### src/rtl/core/lpff_pkg.sv
package lpff_pkg;

  // sizes of the stream fields
  localparam int RING_BYTES_DEF = 4096;
  localparam int HDR_BYTES      = 4;
  localparam int FUNC_W         = 2;
  localparam int LEN_W          = 13;
  localparam int BYTE_W         = 8;
  localparam int DROP_W         = 11;
  localparam int ST_W           = 3;
  localparam int HDR_W          = 8 * HDR_BYTES;
  localparam int IN_TDATA_W     = 40;
  localparam int OUT_TDATA_W    = 32;

  // operation selector on in_tuser
  localparam logic [FUNC_W-1:0] FUNC_OPEN  = 2'd0;
  localparam logic [FUNC_W-1:0] FUNC_WRITE = 2'd1;
  localparam logic [FUNC_W-1:0] FUNC_READ  = 2'd2;

  typedef enum logic [ST_W-1:0] {
    STS_OK       = 3'd0,
    STS_EMPTY    = 3'd1,
    STS_TOO_BIG  = 3'd2,
    STS_TOO_LONG = 3'd3,
    STS_BUSY     = 3'd4,
    STS_NO_FRAME = 3'd5
  } status_t;

  // source of the frame length reported with a result
  typedef enum logic [2:0] {
    FL_NONE,
    FL_WLEN,
    FL_LEN,
    FL_RLEN,
    FL_HDR
  } flen_src_t;

  typedef enum logic [3:0] {
    S_IDLE,
    S_DISPATCH,
    S_ROOM,
    S_DROP_HDR,
    S_READ_HDR,
    S_READ_CHK,
    S_POP,
    S_WR_HDR,
    S_DONE
  } fsm_state_t;

  typedef struct packed {
    logic      capture;
    logic      hdr_clr;
    logic      hdr_issue;
    logic      rd_byte;
    logic      wr_hdr;
    logic      wr_data;
    logic      drop_read;
    logic      drop_all;
    logic      drop_frame;
    logic      open_read;
    logic      pop;
    logic      set_write;
    logic      set_st;
    status_t   st;
    flen_src_t flen_src;
    logic      finish;
  } cmd_t;

  typedef struct packed {
    logic [FUNC_W-1:0] func;
    logic              wopen;
    logic              ropen;
    logic              too_big;
    logic              need_room;
    logic              held_lt_hdr;
    logic              held_zero;
    logic              hdr_long;
    logic              hdr_zero;
    logic [2:0]        iss_cnt;
    logic              got_all;
    logic              out_free;
  } sts_t;

endpackage

### src/rtl/core/lpff_ctrl.sv
module lpff_ctrl (
  input  logic           clk,
  input  logic           rst_n,
  input  logic           in_tvalid,
  output logic           in_tready,
  input  lpff_pkg::sts_t sts,
  output lpff_pkg::cmd_t cmd
);
  import lpff_pkg::*;

  fsm_state_t state_r, state_nxt;

  always_ff @(posedge clk) begin
    if (!rst_n) begin
      state_r <= S_IDLE;
    end else begin
      state_r <= state_nxt;
    end
  end

  // next state
  always_comb begin
    state_nxt = state_r;
    case (state_r)
      S_IDLE: begin
        if (in_tvalid) state_nxt = S_DISPATCH;
      end
      S_DISPATCH: begin
        case (sts.func)
          FUNC_OPEN: begin
            if (sts.wopen || sts.too_big) state_nxt = S_DONE;
            else state_nxt = S_ROOM;
          end
          FUNC_READ: begin
            if (sts.ropen) state_nxt = S_READ_CHK;
            else if (sts.held_lt_hdr) state_nxt = S_DONE;
            else state_nxt = S_READ_HDR;
          end
          default: state_nxt = S_DONE;
        endcase
      end
      S_ROOM: begin
        if (!sts.need_room) state_nxt = S_WR_HDR;
        else if (!sts.ropen && !sts.held_lt_hdr) state_nxt = S_DROP_HDR;
      end
      S_DROP_HDR: begin
        if (sts.got_all) state_nxt = S_ROOM;
      end
      S_READ_HDR: begin
        if (sts.got_all) begin
          if (sts.hdr_long || sts.hdr_zero) state_nxt = S_DONE;
          else state_nxt = S_READ_CHK;
        end
      end
      S_READ_CHK: begin
        if (sts.held_zero) state_nxt = S_DONE;
        else state_nxt = S_POP;
      end
      S_POP: state_nxt = S_DONE;
      S_WR_HDR: begin
        if (sts.iss_cnt == 3'(HDR_BYTES - 1)) state_nxt = S_DONE;
      end
      S_DONE: begin
        if (sts.out_free) state_nxt = S_IDLE;
      end
      default: state_nxt = S_IDLE;
    endcase
  end

  // commands
  always_comb begin
    cmd       = '0;
    in_tready = 1'b0;
    case (state_r)
      S_IDLE: begin
        in_tready   = 1'b1;
        cmd.capture = in_tvalid;
      end
      S_DISPATCH: begin
        case (sts.func)
          FUNC_OPEN: begin
            if (sts.wopen) begin
              cmd.set_st   = 1'b1;
              cmd.st       = STS_BUSY;
              cmd.flen_src = FL_WLEN;
            end else if (sts.too_big) begin
              cmd.set_st   = 1'b1;
              cmd.st       = STS_TOO_BIG;
              cmd.flen_src = FL_LEN;
            end
          end
          FUNC_WRITE: begin
            if (!sts.wopen) begin
              cmd.set_st = 1'b1;
              cmd.st     = STS_NO_FRAME;
            end else begin
              cmd.wr_data  = 1'b1;
              cmd.flen_src = FL_WLEN;
            end
          end
          FUNC_READ: begin
            if (sts.ropen) begin
              cmd.flen_src = FL_RLEN;
            end else if (sts.held_lt_hdr) begin
              cmd.set_st = 1'b1;
              cmd.st     = STS_EMPTY;
            end else begin
              cmd.hdr_clr = 1'b1;
            end
          end
          default: ;
        endcase
      end
      S_ROOM: begin
        if (!sts.need_room) cmd.hdr_clr = 1'b1;
        else if (sts.ropen) cmd.drop_read = 1'b1;
        else if (sts.held_lt_hdr) cmd.drop_all = 1'b1;
        else cmd.hdr_clr = 1'b1;
      end
      S_DROP_HDR: begin
        cmd.hdr_issue  = (sts.iss_cnt != 3'(HDR_BYTES));
        cmd.drop_frame = sts.got_all;
      end
      S_READ_HDR: begin
        cmd.hdr_issue = (sts.iss_cnt != 3'(HDR_BYTES));
        if (sts.got_all) begin
          cmd.flen_src = FL_HDR;
          if (sts.hdr_long) begin
            cmd.set_st = 1'b1;
            cmd.st     = STS_TOO_LONG;
          end else begin
            cmd.open_read = 1'b1;
          end
        end
      end
      S_READ_CHK: begin
        if (sts.held_zero) begin
          cmd.set_st = 1'b1;
          cmd.st     = STS_EMPTY;
        end else begin
          cmd.rd_byte = 1'b1;
        end
      end
      S_POP: cmd.pop = 1'b1;
      S_WR_HDR: begin
        cmd.wr_hdr = 1'b1;
        if (sts.iss_cnt == 3'(HDR_BYTES - 1)) begin
          cmd.set_write = 1'b1;
          cmd.flen_src  = FL_LEN;
        end
      end
      S_DONE: cmd.finish = sts.out_free;
      default: ;
    endcase
  end

endmodule

### config.mk
export PLATFORM = sky130hd
export DESIGN_NAME = lpff_ctrl
export DESIGN_NICKNAME = d
export VERILOG_FILES = /design/src/rtl/core/lpff_pkg.sv /design/src/rtl/core/lpff_ctrl.sv
export SDC_FILE = /design/constraint.sdc
export NUM_CORES = 1
export LEC_CHECK = 0
export BUFFER_PORTS_ARGS = -buffer_cell sky130_fd_sc_hd__buf_2
export CORE_MARGIN = 3
export CORE_UTILIZATION = 46
export CTS_BUF_LIST = sky130_fd_sc_hd__clkbuf_16
export CTS_CLUSTER_DIAMETER = 200
export DETAILED_ROUTE_END_ITERATION = 16
export PLACE_DENSITY = 0.79
export SYNTH_ARGS = -nofsm -noshare
export SYNTH_HDL_FRONTEND = slang
export SYNTH_SLANG_ARGS = --single-unit
export TNS_END_PERCENT = 100
### constraint.sdc
create_clock -name clk -period 2.9 [get_ports clk]
set_input_delay 0.145 -clock clk [delete_from_list [all_inputs] [get_ports clk]]
set_output_delay 0.145 -clock clk [all_outputs]
set_load 0.005 [all_outputs]
---- Word level (Yosys, flattened, before mapping) ----
Index checks and enable logic that the tools add are counted.
storage, ports and cells
  output and inout bits ................... 21
  bits of input ports ..................... 18
  flip-flop bits (word level) ............. 4
  word-level logic and storage cells ...... 83
cells by class
  equal/unequal tests ..................... 18
  reduce and logical (&&, ||, !) cells .... 9
  mux-type cells .......................... 55
operator list
  cell                count
  $mux 4              17
  $pmux 4 s9          1
  $mux 1              25
  $mux 7              3
  $pmux 7 s3          1
  $eq 4x3->1 const B  4
  $pmux 4 s3          1
  $ne 2x2->1 const B  5
  $pmux 3 s3          1
  $eq 4x2->1 const B  2
  $mux 2              4
  $pmux 4 s2          1
  $ne 3x3->1 const B  2
  $reduce_and 6->1    1
  $eq 4x1->1 const B  1
  $eq 4x4->1 const B  1
  $logic_not 4->1     1
  $eq 3x2->1 const B  1
  $eq 2x1->1 const B  1
  $eq 2x2->1 const B  1
  $logic_not 1->1     2
  $logic_not 2->1     1
  $logic_or 1x1->1    2
  $pmux 1 s2          1
  2 further kinds     2

---- Longest topological paths before layout ----
Gate-level depths: netlist of run 1.
  word-level depth ........................ 5
  mapped depth ............................ 5
  gate-level depth less buffers ........... 4

---- Least setup slack after synthesis of run 1 ----
Ideal clock, no wire load.
  path kind ............................... flip-flop to flip-flop
  from .................................... register state_r[3]
  to ...................................... register state_r[0]
  clock period less this slack ............ 1.447 ns
  cell stages (with the launch flop) ...... 6
  setup slack ............................. 1.453 ns
  required time ........................... 2.828 ns
  arrival ................................. 1.375 ns
  path through ............................ dfxtp_1 -> buf_2 -> nor4b_2 -> nand2_1 -> o221ai_4 -> mux2i_1
on the way
  word-level cells in the longest chain between the ends .. 3
  elaborated cells between the ends (all ways) .. 17
  classes of those cells .................. eq/ne (14); mux (1); reduce/logical (2)
RTL lines
  element                                                    line             source
  from (decl)                                                lpff_ctrl.sv:11  fsm_state_t state_r, state_nxt;
  from (signal assigned)                                     lpff_ctrl.sv:17  state_r <= state_nxt;
  $eq 4x2->1 (tied with other cells)                         lpff_ctrl.sv:24  case (state_r)
  $ne 3x3->1 (no line) / $ne 2x2->1 (equally long branches)  -
  $reduce_and 6->1 (no line)                                 -
Parallel ways exist; a longest one is shown, timed or not.
A chain may end at the register's enable or synchronous reset.

==> results of run 1 <==
## worst max-delay path, cell delays in order, from the launching register on
cell and delay, ns:
dfxtp_1 0.59, or4b_1 0.63, nor2_1 0.21, a311o_1 0.20, buf_2 0.12
## through the flow
stage                     instance area, sq um  total power [mW]
after floorplan                            684             0.270
after global placement                     868             0.333
after detailed placement                   868             0.339
after CTS                                  943             0.558
after global routing                       943             0.595
final                                      943             0.557
## logic make-up after synthesis
group	count (synthesis)
AOI/OAI and AO/OA	23
buffers and inverters	10
muxes	4
xor gates and xnor gates	1
and+or+nand+nor	54
DFF	4
## layer usage
metal	GRT usage (%)	part of all wire (%)	vias to the layer above
met4	9.04	1.0	0
met5	0	0	-
li1	-	-	437
met3	4.88	6.9	2
met1	29.3	45	394
met2	33.2	47	32
## path summary, 6_finish.rpt
| check | from | end | slack, ns | cells past startpoint |
|---|---|---|---|---|
| hold reg to reg | state_r[1]$_SDFFE_PN0P_ | state_r[1]$_SDFFE_PN0P_ | 0.65 | 2 |
| setup / recovery | state_r[0]$_SDFFE_PN0P_ | cmd[2] | 0.77 | 4 |
| hold / removal | rst_n | state_r[3]$_SDFFE_PN0P_ | 0.20 | 3 |
| setup reg to reg | state_r[2]$_SDFFE_PN0P_ | state_r[2]$_SDFFE_PN0P_ | 1.05 | 4 |
## power by group through the flow
stage / Clock [mW] / Sequential [mW] / Combinational [mW]
after floorplan: 0 / 0.0798 / 0.190
after global placement: 0 / 0.108 / 0.225
after detailed placement: 0 / 0.109 / 0.230
after CTS: 0.218 / 0.108 / 0.232
after global routing: 0.226 / 0.115 / 0.254
final: 0.216 / 0.109 / 0.231
## placed cells by master, fill, tap and decap left out, types with 4 or more instances in the layout
cell / instances
inv_1: 5
and3_1: 4
dfxtp_1: 4
buf_2: 38
nand2b_1: 4
a21oi_1: 6
nor2b_1: 5
nor2_1: 12
nand2_1: 7
## layout make-up
| type | count | area [sq um] |
|---|---|---|
| timing repair buffer | 38 | 190 |
| tap | 15 | 18.8 |
| inverter | 5 | 18.8 |
| fill | 123 | 407 |
| multi-input combinational | 82 | 561 |
| clock buffer | 3 | 75.1 |
| sequential | 4 | 80.1 |
==> impl_metrics.ini, run 1 <==
[pwr]
p_clk_share_pct = 38.9
p_int_mw = 0.359
switchingPower_mw = 0.198
p_seq_share_pct = 19.6
p_sw_share_pct = 35.5
leakage_nw = 0.460
power.density_nw_per_um2 = 590
power_frac_comb_pct = 41.5
ir_worst_vdd_mv = 0.422

[timing]
final.setup.tns_ns = 0
worst_hold_slack_ns = 0.200
setup_viol_count_final = 0
rsz0062_at_grt = no
slew_viol_final = 0
worstMarginPinSlew_ns = 0.474
fmax_mhz = 470
slew_headroom_pct = 67.9
final_hold_viol_count = 0
period_share_pct = 73.4
min_period_ns = 2.13
fin_skew_ns = 0.00112
layout_setup_ws_ns = 0.773

[logic_synthesis]
synth-simple-area-share_pct = 49.0
synth-seq-cells = 4
synth_top_family_by_area = simple AND/OR/NAND/NOR gates
synth-xor-area-share_pct = 1.28
synth-async-reset-ratio_pct = 0
synth_nets = 114
muxShareOfSynthArea_pct = 6.03
yosysUniqueCellTypes = 42
synth-edff-count = 0
yosysMostFrequentCell = nor2_1
netlist_area_sq_um = 684
yosys.area_share.adder_pct = 0
ys_warn_count = 0
synthTopCellsByArea = dfxtp_1, nor2_1, nor2b_1
yosys.area.top_type = dfxtp_1
yosys-top-cells-count = nor2_1, nand2_1, a21oi_1
synth_top_area_share_pct = 11.7
synth_compound_area_share_pct = 25.6
syn-instance-count = 96
synth-seq-area-share_pct = 11.7
syn_area_per_cell_sq_um = 7.13
synth_flop_cell = dfxtp_1

[clocking]
cts_hold_buf = 0
cts.sinks = 4
cts_resized = 0
cts_buffers = 3
cts_tree = done
cts_root_buf = clkbuf_16
cts_max_level = 1
post_cts_buffers = 0
clk_latency_ns = 0.22
clk_pin_slew_ns = 0.03
cts.path.max_buffers = 2

[route]
drc = 0
vias = 865
drt_iter0_drc = 22
wl_microns = 2040
ant_nets = 0
firstDrtPassIters = 4
wl_per_cell_microns = 13.9
vias_per_cell = 5.88

[setup_path]
setup.worst_path.class = reg -> out
start_kind = register
worstSetupEndpointType = primary output
worstPathRequired_ns = 2.76
critPathArrivalTime_ns = 1.98
crit_fanout = 17

[finish]
largest_register_ffs = 4
top_register = state_r
fin_nets = 152
diodes = 0
final_util_pct = 69.9
area_growth_syn_to_layout_pct = 37.8
reg_top3 = state_r x4
drive_gt1_share_pct = 35.6
instances_no_fill = 147

[placement]
routabilityCongestion = 0.808
hpwl_microns = 1620
dp_slack_ns = 1.03
port-buffer-count = 38
dp_cells = 144

[floorplan]
fp.dieArea_sq_um = 1990
start_util_pct = 50.7
io_pins = 39
die_w_microns = 44.6
die_height_microns = 44.6
fp-row-count = 13
core_sq_um = 1350

[grt]
overflow = 0
first_global_vias = 711
antenna_found_initial = 0
grt_first_pass_wirelength_microns = 3210
grt_util_all_layers_pct = 21.9
grt_max_degree = 18

[hold_path]
hold_class = in -> reg

[run]
cap_viol_max_count = 0

[outcome]
status = complete, no violations
Power figures use the tool's default switching activity.
==> run 2: changes to the inputs <==
--- a/config.mk
+++ b/config.mk
@@ -5,13 +5,14 @@
 export SDC_FILE = /design/constraint.sdc
 export NUM_CORES = 1
 export LEC_CHECK = 0
+export ABC_AREA = 1
 export BUFFER_PORTS_ARGS = -buffer_cell sky130_fd_sc_hd__buf_2
 export CORE_MARGIN = 3
-export CORE_UTILIZATION = 46
+export CORE_UTILIZATION = 42
 export CTS_BUF_LIST = sky130_fd_sc_hd__clkbuf_16
 export CTS_CLUSTER_DIAMETER = 200
 export DETAILED_ROUTE_END_ITERATION = 16
-export PLACE_DENSITY = 0.79
+export PLACE_DENSITY = 0.74
 export SYNTH_ARGS = -nofsm -noshare
 export SYNTH_HDL_FRONTEND = slang
 export SYNTH_SLANG_ARGS = --single-unit
==> constraint.sdc (replaced) <==
create_clock -name clk -period 2 [get_ports clk]
set_input_delay 0.1 -clock clk [delete_from_list [all_inputs] [get_ports clk]]
set_output_delay 0.1 -clock clk [all_outputs]
set_load 0.005 [all_outputs]
==> impl_metrics.ini, run 2 <==
[grt]
first_global_vias = 717
grt_max_degree = 10
overflow = 0
grt_first_pass_wirelength_microns = 2920
grt_util_all_layers_pct = 19.1
antenna_found_initial = 0

[finish]
top_register = state_r
diodes = 0
fin_nets = 190
final_cell_mix = buf_2, nand2_1, nor2_1, inv_1, nand3_1
mostFrequentLayoutCell = buf_2
area_growth_syn_to_layout_pct = 41.1
reg_top3 = state_r x4
drive_gt1_share_pct = 31.2
largest_register_ffs = 4

[placement]
port-buffer-count = 38
hpwl_microns = 1550
routabilityCongestion = 0.905

[timing]
fmax_mhz = 598
period_share_pct = 83.7
slew_viol_final = 0
min_period_ns = 1.67
setup_viol_count_final = 0
worstMarginPinSlew_ns = 0.337
rsz0062_at_grt = no
final_hold_viol_count = 0
slew_headroom_pct = 77.5
final.setup.tns_ns = 0
fin_skew_ns = 0.00314

[clocking]
cts.sinks = 4
cts_root_buf = clkbuf_16
clk_pin_slew_ns = 0.03
clk_latency_ns = 0.23
cts_max_level = 1
cts_hold_buf = 0
post_cts_buffers = 0
cts_buffers = 3
cts_resized = 0
cts_tree = done
cts.path.max_buffers = 2

[pwr]
leakage_nw = 0.570
p_total_mw = 0.717
power.density_nw_per_um2 = 766
ir_worst_vdd_mv = 0.612

[setup_path]
rrSetupSlack_ns = 0.64
worstSetupEndpointType = primary output
crit_fanout = 9
setup.worst_path.class = reg -> out
start_kind = register
critPathArrivalTime_ns = 1.57
worstPathRequired_ns = 1.90

[route]
drc = 0
ant_nets = 0
wl_microns = 1810
vias = 908
drt_iter0_drc = 16
firstDrtPassIters = 4
vias_per_cell = 4.91
wl_per_cell_microns = 9.78

[floorplan]
io_pins = 39
die_w_microns = 45.7
start_util_pct = 48.0
core_sq_um = 1380
die_height_microns = 45.7
fp.dieArea_sq_um = 2090
fp-row-count = 13

[logic_synthesis]
synth-async-reset-ratio_pct = 0
synth-seq-cells = 4
synth-seq-area-share_pct = 12.1
yosys.area.top_type = nand2_1
synth_nets = 148
syn_area_per_cell_sq_um = 5.10
synth_top_area_share_pct = 17.5
netlist_area_sq_um = 663
yosysUniqueCellTypes = 20
synth-edff-count = 0
yosys-top-cells-count = nand2_1, nor2_1, inv_1
ys_warn_count = 0
synth_flop_cell = dfxtp_1
syn-instance-count = 130
synthTopCellsByArea = nand2_1, nor2_1, inv_1
yosysMostFrequentCell = nand2_1

[outcome]
status = complete, no violations

[hold_path]
hold_class = in -> reg

[run]
cap_viol_max_count = 0
[run 2: layer usage]
| metal | vias to the layer above | GRT usage, % | wire length, microns |
|---|---|---|---|
| li1 | 491 | - | - |
| met1 | 385 | 25.9 | 855 |
| met5 | - | 0 | 0 |
| met4 | 0 | 6.25 | 8 |
| met2 | 30 | 27.9 | 797 |
| met3 | 2 | 6.72 | 149 |
[run 2: critical path: stages (launching register included)]
cell	delay, ns
dfxtp_1	0.39
nor2_2	0.30
nand2_2	0.12
nor2_1	0.12
nand2_1	0.08
o21ai_1	0.08
inv_1	0.06
o21ai_1	0.07
buf_2	0.13
[run 2: path summary, 6_finish.rpt]
check                     startpoint                 endpoint  cells after the start
min                            rst_n  state_r[2]$_SDFFE_PN0P_                      3
max reg2reg  state_r[3]$_SDFFE_PN0P_  state_r[1]$_SDFFE_PN0P_                      7
max          state_r[1]$_SDFFE_PN0P_                   cmd[4]                      8
min reg2reg  state_r[2]$_SDFFE_PN0P_  state_r[2]$_SDFFE_PN0P_                      2
[run 2: cell type report]
type	count	area (sq um)
sequential	4	80.1
tap	15	18.8
clock buffer	3	75.1
multi-input combinational	101	482
inverter	24	90.1
fill	138	447
timing repair buffer	38	190
[run 2: cell families after synthesis]
family / after synthesis / share of synthesized area [%]
DFF: 4 / 12.1
and+or+nand+nor: 89 / 62.8
buffers and inverters: 25 / 15.3
AOI/OAI and AO/OA: 12 / 9.81
[run 2: power by group]
group | switching (mW) | internal [mW]
logic | 0.184 | 0.107
registers | 0.0203 | 0.0933
clock network | 0.0572 | 0.255
total | 0.262 | 0.456
[run 2: per-stage QoR]
step	cells	setup WS [ns]	util [%]	area (sq um)	hold WS [ns]
after floorplan	130	0.767	-	663	0.235
after global placement	182	0.643	62.3	861	0.372
after detailed placement	182	0.570	62.3	861	0.386
after CTS	185	0.332	67.7	936	0.153
after global routing	185	0.132	67.7	936	0.197
final	185	0.327	67.7	936	0.157
